<file path="src/aht_pkg.sv">
// package for the abbreviation hash table: word types, commands, status codes
// no dependencies
package aht_pkg;

	localparam int SLOTS_DEF = 128;
	localparam int QDEPTH = 2;

	typedef enum logic [1:0] {
		CMD_INSERT = 2'd0,
		CMD_LOOKUP = 2'd1,
		CMD_CLEAR  = 2'd2,
		CMD_NONE   = 2'd3
	} cmd_t;

	typedef enum logic [2:0] {
		ST_OK        = 3'd0,
		ST_NOT_FOUND = 3'd1,
		ST_DUPLICATE = 3'd2,
		ST_FULL      = 3'd3,
		ST_ZERO_CODE = 3'd4
	} status_t;

	typedef struct packed {
		logic [1:0]  command;
		logic [31:0] unit_offset;
		logic [31:0] abbrev_code;
		logic [15:0] tag_in;
		logic        children_in;
	} in_word_t;

	typedef struct packed {
		logic [2:0]  status;
		logic [6:0]  slot;
		logic [15:0] tag_out;
		logic        children_out;
		logic [6:0]  entry_count;
	} out_word_t;

	// classified job handed from front to back
	typedef enum logic [1:0] {
		JOB_PROBE = 2'd0,
		JOB_CLEAR = 2'd1,
		JOB_FIXED = 2'd2
	} job_kind_t;

	typedef struct packed {
		job_kind_t   kind;
		logic        is_insert;
		logic [2:0]  fixed_status;
		logic [31:0] unit_offset;
		logic [31:0] abbrev_code;
		logic [15:0] tag_in;
		logic        children_in;
	} job_t;

	typedef enum logic [2:0] {
		BK_IDLE,
		BK_READ,
		BK_CHECK,
		BK_CLEAR,
		BK_DONE
	} bk_state_t;

endpackage

</file>
<file path="src/aht_front.sv">
// front end: takes command words, classifies them and queues jobs
// depends on aht_pkg
module aht_front import aht_pkg::*; (
	input  logic     clk,
	input  logic     arst_n,
	input  logic     start,
	input  in_word_t cmd_word,
	output logic     busy,
	output logic     job_valid,
	output job_t     job,
	input  logic     job_pop
);

	localparam int PW = $clog2(QDEPTH);

	job_t           q_mem_q [QDEPTH];
	logic [PW-1:0]  wr_ptr_q, rd_ptr_q;
	logic [PW:0]    fill_q;
	logic           push;
	job_t           new_job;

	// one command in flight at a time: full check needs the count it leaves
	assign busy = (fill_q != '0);
	assign push = start && !busy;

	always_comb begin
		new_job.is_insert    = (cmd_word.command == CMD_INSERT);
		new_job.unit_offset  = cmd_word.unit_offset;
		new_job.abbrev_code  = cmd_word.abbrev_code;
		new_job.tag_in       = cmd_word.tag_in;
		new_job.children_in  = cmd_word.children_in;
		new_job.fixed_status = ST_OK;
		new_job.kind         = JOB_FIXED;
		unique case (cmd_word.command)
			CMD_INSERT, CMD_LOOKUP: begin
				if (cmd_word.abbrev_code == '0) begin
					new_job.fixed_status = ST_ZERO_CODE;
				end else begin
					new_job.kind = JOB_PROBE;
				end
			end
			CMD_CLEAR: new_job.kind = JOB_CLEAR;
			default:   new_job.kind = JOB_FIXED;
		endcase
	end

	always_ff @(posedge clk) begin
		if (push) q_mem_q[wr_ptr_q] <= new_job;
	end

	always_ff @(posedge clk or negedge arst_n) begin
		if (!arst_n) begin
			wr_ptr_q <= '0;
			rd_ptr_q <= '0;
			fill_q   <= '0;
		end else begin
			if (push) wr_ptr_q <= wr_ptr_q + PW'(1);
			if (job_pop) rd_ptr_q <= rd_ptr_q + PW'(1);
			fill_q <= fill_q + (PW+1)'(push) - (PW+1)'(job_pop);
		end
	end

	assign job_valid = (fill_q != '0);
	assign job = q_mem_q[rd_ptr_q];

endmodule

</file>
<file path="config.mk">
export PLATFORM = sky130hd
export DESIGN_NAME = aht_front
export DESIGN_NICKNAME = d
export VERILOG_FILES = /design/src/aht_pkg.sv /design/src/aht_front.sv
export SDC_FILE = /design/constraint.sdc
export NUM_CORES = 1
export LEC_CHECK = 0
export BUFFER_PORTS_ARGS = -buffer_cell sky130_fd_sc_hd__buf_2
export CAP_MARGIN = 20
export CORE_UTILIZATION = 50
export DETAILED_ROUTE_END_ITERATION = 7
export GPL_ROUTABILITY_DRIVEN = 1
export MAX_ROUTING_LAYER = met4
export PLACE_DENSITY = 0.84
export SLEW_MARGIN = 0
export SYNTH_ARGS = -nofsm -noshare
export SYNTH_HDL_FRONTEND = slang
export SYNTH_SLANG_ARGS = --single-unit
</file>
<file path="constraint.sdc">
create_clock -name clk -period 6.33 [get_ports clk]
set_input_delay 1.899 -clock clk [delete_from_list [all_inputs] [get_ports clk]]
set_output_delay 1.899 -clock clk [all_outputs]
set_load 0.05 [all_outputs]
</file>
==> impl_metrics.csv <==
group,metric,value,unit
pwr,leakage,0.00314,µW
detailed_routing,drt_wl_total,11700,µm
detailed_routing,drc,0,
yosys,ys_types,23,
place,io_buffer_count,173,
final_layout,drive_above_1_share,59.0,%
sta,period_share,71.9,%
clock_network,ctsResizeCount,0,
worst_setup_path,cp_slowest_cell,"dfrtp_4",
detailed_routing,dr_total_vias,3365,
sta,max_freq,220,MHz
final_layout,seq_area,0.00521,mm²
worst_setup_path,required,4.43,ns
die,fp.dieW,117,µm
place,dp_hpwl,7770,µm
clock_network,cts.clk_slew.worst_paths,0.06,ns
die,die_h,117,µm
sta,timing.final.ws_setup,1.78,ns
global_route,grt_max_degree,67,
global_route,grtUsageTotal,18.4,%
place,dp_cells,637,
worst_setup_path,timing.rr.end,"q_mem_q[0][55]",
final_layout,nNetsFinal,574,
min_path,holdPathEnd,"fill_q[1]",
clock_network,cts.sinks,174,
detailed_routing,drtAntennaViolNets,0,
die,rows,41,
clock_network,postCtsHoldBufs,0,
final_layout,multi_input_area,0.00130,mm²
yosys,ys_seq_area_share,78.3,%
worst_setup_path,crit_family,"flip-flops",
sta,hold_viol_final,0,
flow_run,cap_violations,0,
worst_setup_path,r2r_slack,4.37,ns
sta,rsz0062_at_grt,"false",
yosys,syn_inst,301,
worst_setup_path,start_kind,"register",
yosys,synth-warning-count,0,
final_layout,final_area,0.00826,mm²
worst_setup_path,cp-end-kind,"output port",
worst_setup_path,path_class,"register to output port",
sta,skew,0.0149,ns
pwr,p_int,2550,µW
die,coreArea,0.0128,mm²
die,dieArea,0.0138,mm²
die,start_util,52.0,%
pwr,powerDensity,498,mW/mm²
pwr,p_switching,1560,µW
die,io_pins,176,
min_path,hp-start,"fill_q[1]",
pwr,ir_drop,0.244,mV
worst_setup_path,path_max_fanout,66,
final_layout,n_fill_cell,885,
sta,drv_slew,0,
pwr,p_seq_share,38.6,%
detailed_routing,drtIter0Drc,169,
place,gp_congestion,0.717,
worst_setup_path,r2r_start,"fill_q[1]",
clock_network,clock-root-buffer,"clkbuf_16",
detailed_routing,wl_per_cell,17.5,µm
worst_setup_path,critical_path_buf_inv_count,2,
pwr,switching_share,38.1,%
global_route,grt_pass1_wl,18100,µm
yosys,postSynthAreaPerCell,22.1,µm²
outcome,status,"completed",
sta,worst_slew_pin_slew,1.06,ns
clock_network,post-cts-setup-buffer-count,0,
detailed_routing,viasPerCell,5.02,
clock_network,cts_max_level,4,
sta,fin_crit,4.55,ns
worst_setup_path,max_stage_delay,1.12,ns
clock_network,cts_tree,"done",
sta,slew_headroom,29.5,%
yosys,synth_seq_cells,174,
clock_network,clock_latency,0.43,ns
global_route,grt_pass1_vias,3513,
sta,fin_tns_setup,0,ns
clock_network,cts_buffer_depth,2,
global_route,antenna_found_initial,1,
min_path,min_path_type,"register to register",
final_layout,instances_no_fill,670,
worst_setup_path,cp_data_arrival_time,2.65,ns
sta,hold_slack,0.480,ns
place,placed_cell_area,0.00765,mm²
pwr,pwr-share-comb,36.8,%
detailed_routing,first_pass_iters,4,
clock_network,cts_made_buffers,17,
worst_setup_path,cp_cell_sequence,"buf_4 -> mux2_2 -> buf_2",
global_route,grt.overflow.total,0,
final_layout,synthToLayoutAreaGrowth,24.2,%
pwr,clock_power_share,24.6,%
place,place_ws,2.20,ns
sta,finalSetupViolCount,0,
yosys,netlist_area,0.00665,mm²
worst_setup_path,reg2reg_depth,5,
min_path,min_path_cells,1,
==> power by group through the flow <==
stage	Combinational (µW)	Clock [µW]	Sequential (µW)
3_5_place_dp	1520	0	1620
3_3_place_gp	1490	0	1610
2_1_floorplan	1370	0	1520
5_1_grt	1570	1080	1610
6_report	1510	1010	1590
4_1_cts	1520	1040	1590
==> how the worst max path moves through the flow <==
stage,startpoint,to,cells after the start
floorplan,start,q_mem_q[0][0],2
global placement,rd_ptr_q,job[0],3
detailed placement,rd_ptr_q,job[6],3
CTS,rd_ptr_q,job[10],3
global route,rd_ptr_q,job[8],3
finish,rd_ptr_q,job[6],3
==> logic make-up after synthesis <==
| kind of cell | Yosys count | synth area share [%] |
|---|---|---|
| other cells | 1 | 0.0564 |
| xor+xnor | 4 | 0.527 |
| buf+inv | 15 | 2.35 |
| mux | 85 | 16.7 |
| fa+ha+maj | 2 | 0.376 |
| compound gates | 1 | 0.188 |
| simple gates | 19 | 1.54 |
| flops | 174 | 78.3 |
==> per-stage QoR <==
| step | power (µW) | utilization (%) |
|---|---|---|
| 2_1_floorplan | 2890 | - |
| 3_3_place_gp | 3100 | 59.7 |
| 3_5_place_dp | 3130 | 59.9 |
| 4_1_cts | 4150 | 64.5 |
| 5_1_grt | 4260 | 64.6 |
| 6_report | 4110 | 64.6 |
==> flip-flops by register name, indices dropped and copies added (netlist names) <==
| signal | flops |
|---|---|
| q_mem_q | 170 |
| fill_q | 2 |
| wr_ptr_q | 1 |
| rd_ptr_q | 1 |
==> cell usage after synthesis (all sizes together) <==
library cell | count | area (µm²)
xor2 | 1 | 8.76
nor3 | 1 | 5.00
inv | 2 | 7.51
nand4 | 2 | 12.5
or3 | 1 | 6.26
nand2 | 2 | 7.51
nor2b | 1 | 6.26
nor4 | 7 | 43.8
edfxtp | 170 | 5100
xnor2 | 3 | 26.3
nor2 | 4 | 15.0
buf | 13 | 149
conb | 1 | 3.75
dfrtp | 4 | 100
o31ai | 1 | 12.5
mux2 | 85 | 1110
ha | 2 | 25.0
and3 | 1 | 6.26
==> placed cells by master (no fill, tap or decap), types with 2 or more instances in the layout <==
| master | count |
|---|---|
| clkinvlp_4 | 5 |
| inv_1 | 2 |
| xnor2_1 | 3 |
| clkinv_2 | 2 |
| mux2_4 | 40 |
| buf_2 | 173 |
| conb_1 | 2 |
| edfxtp_1 | 170 |
| dfrtp_1 | 3 |
| ha_1 | 2 |
| bufinv_16 | 3 |
| nand2_1 | 2 |
| nand4_1 | 2 |
| buf_12 | 2 |
| clkinv_1 | 3 |
| mux2_2 | 45 |
| clkbuf_16 | 17 |
| nor2_1 | 3 |
| nor4_1 | 7 |
==> area by class of cell <==
cell class / instances / share of cell area, %
inverters: 2 / 0.0909
clock buffers: 18 / 5.20
clock inverters: 13 / 1.80
diodes: 1 / 0.0303
repair buffers: 177 / 11.4
multi-input cells: 113 / 15.8
well taps: 172 / 2.61
flip-flops and latches: 174 / 63.1
==> worst register-to-register path: stages, from the launching register on <==
cell,delay [ns]
dfrtp_1,0.39
nor2_1,0.18
nand2_1,0.18
nor2_4,0.30
buf_12,0.26
buf_12,0.30
==> per-layer routing <==
| layer | track usage (%) | vias up | wire length, µm |
|---|---|---|---|
| li1 | - | 1564 | - |
| met1 | 21.0 | 1656 | 4690 |
| met2 | 29.6 | 131 | 6020 |
| met3 | 6.08 | 14 | 801 |
| met4 | 7.71 | 0 | 197 |
| met5 | - | - | 0 |
(Power assumes the default switching activity.)
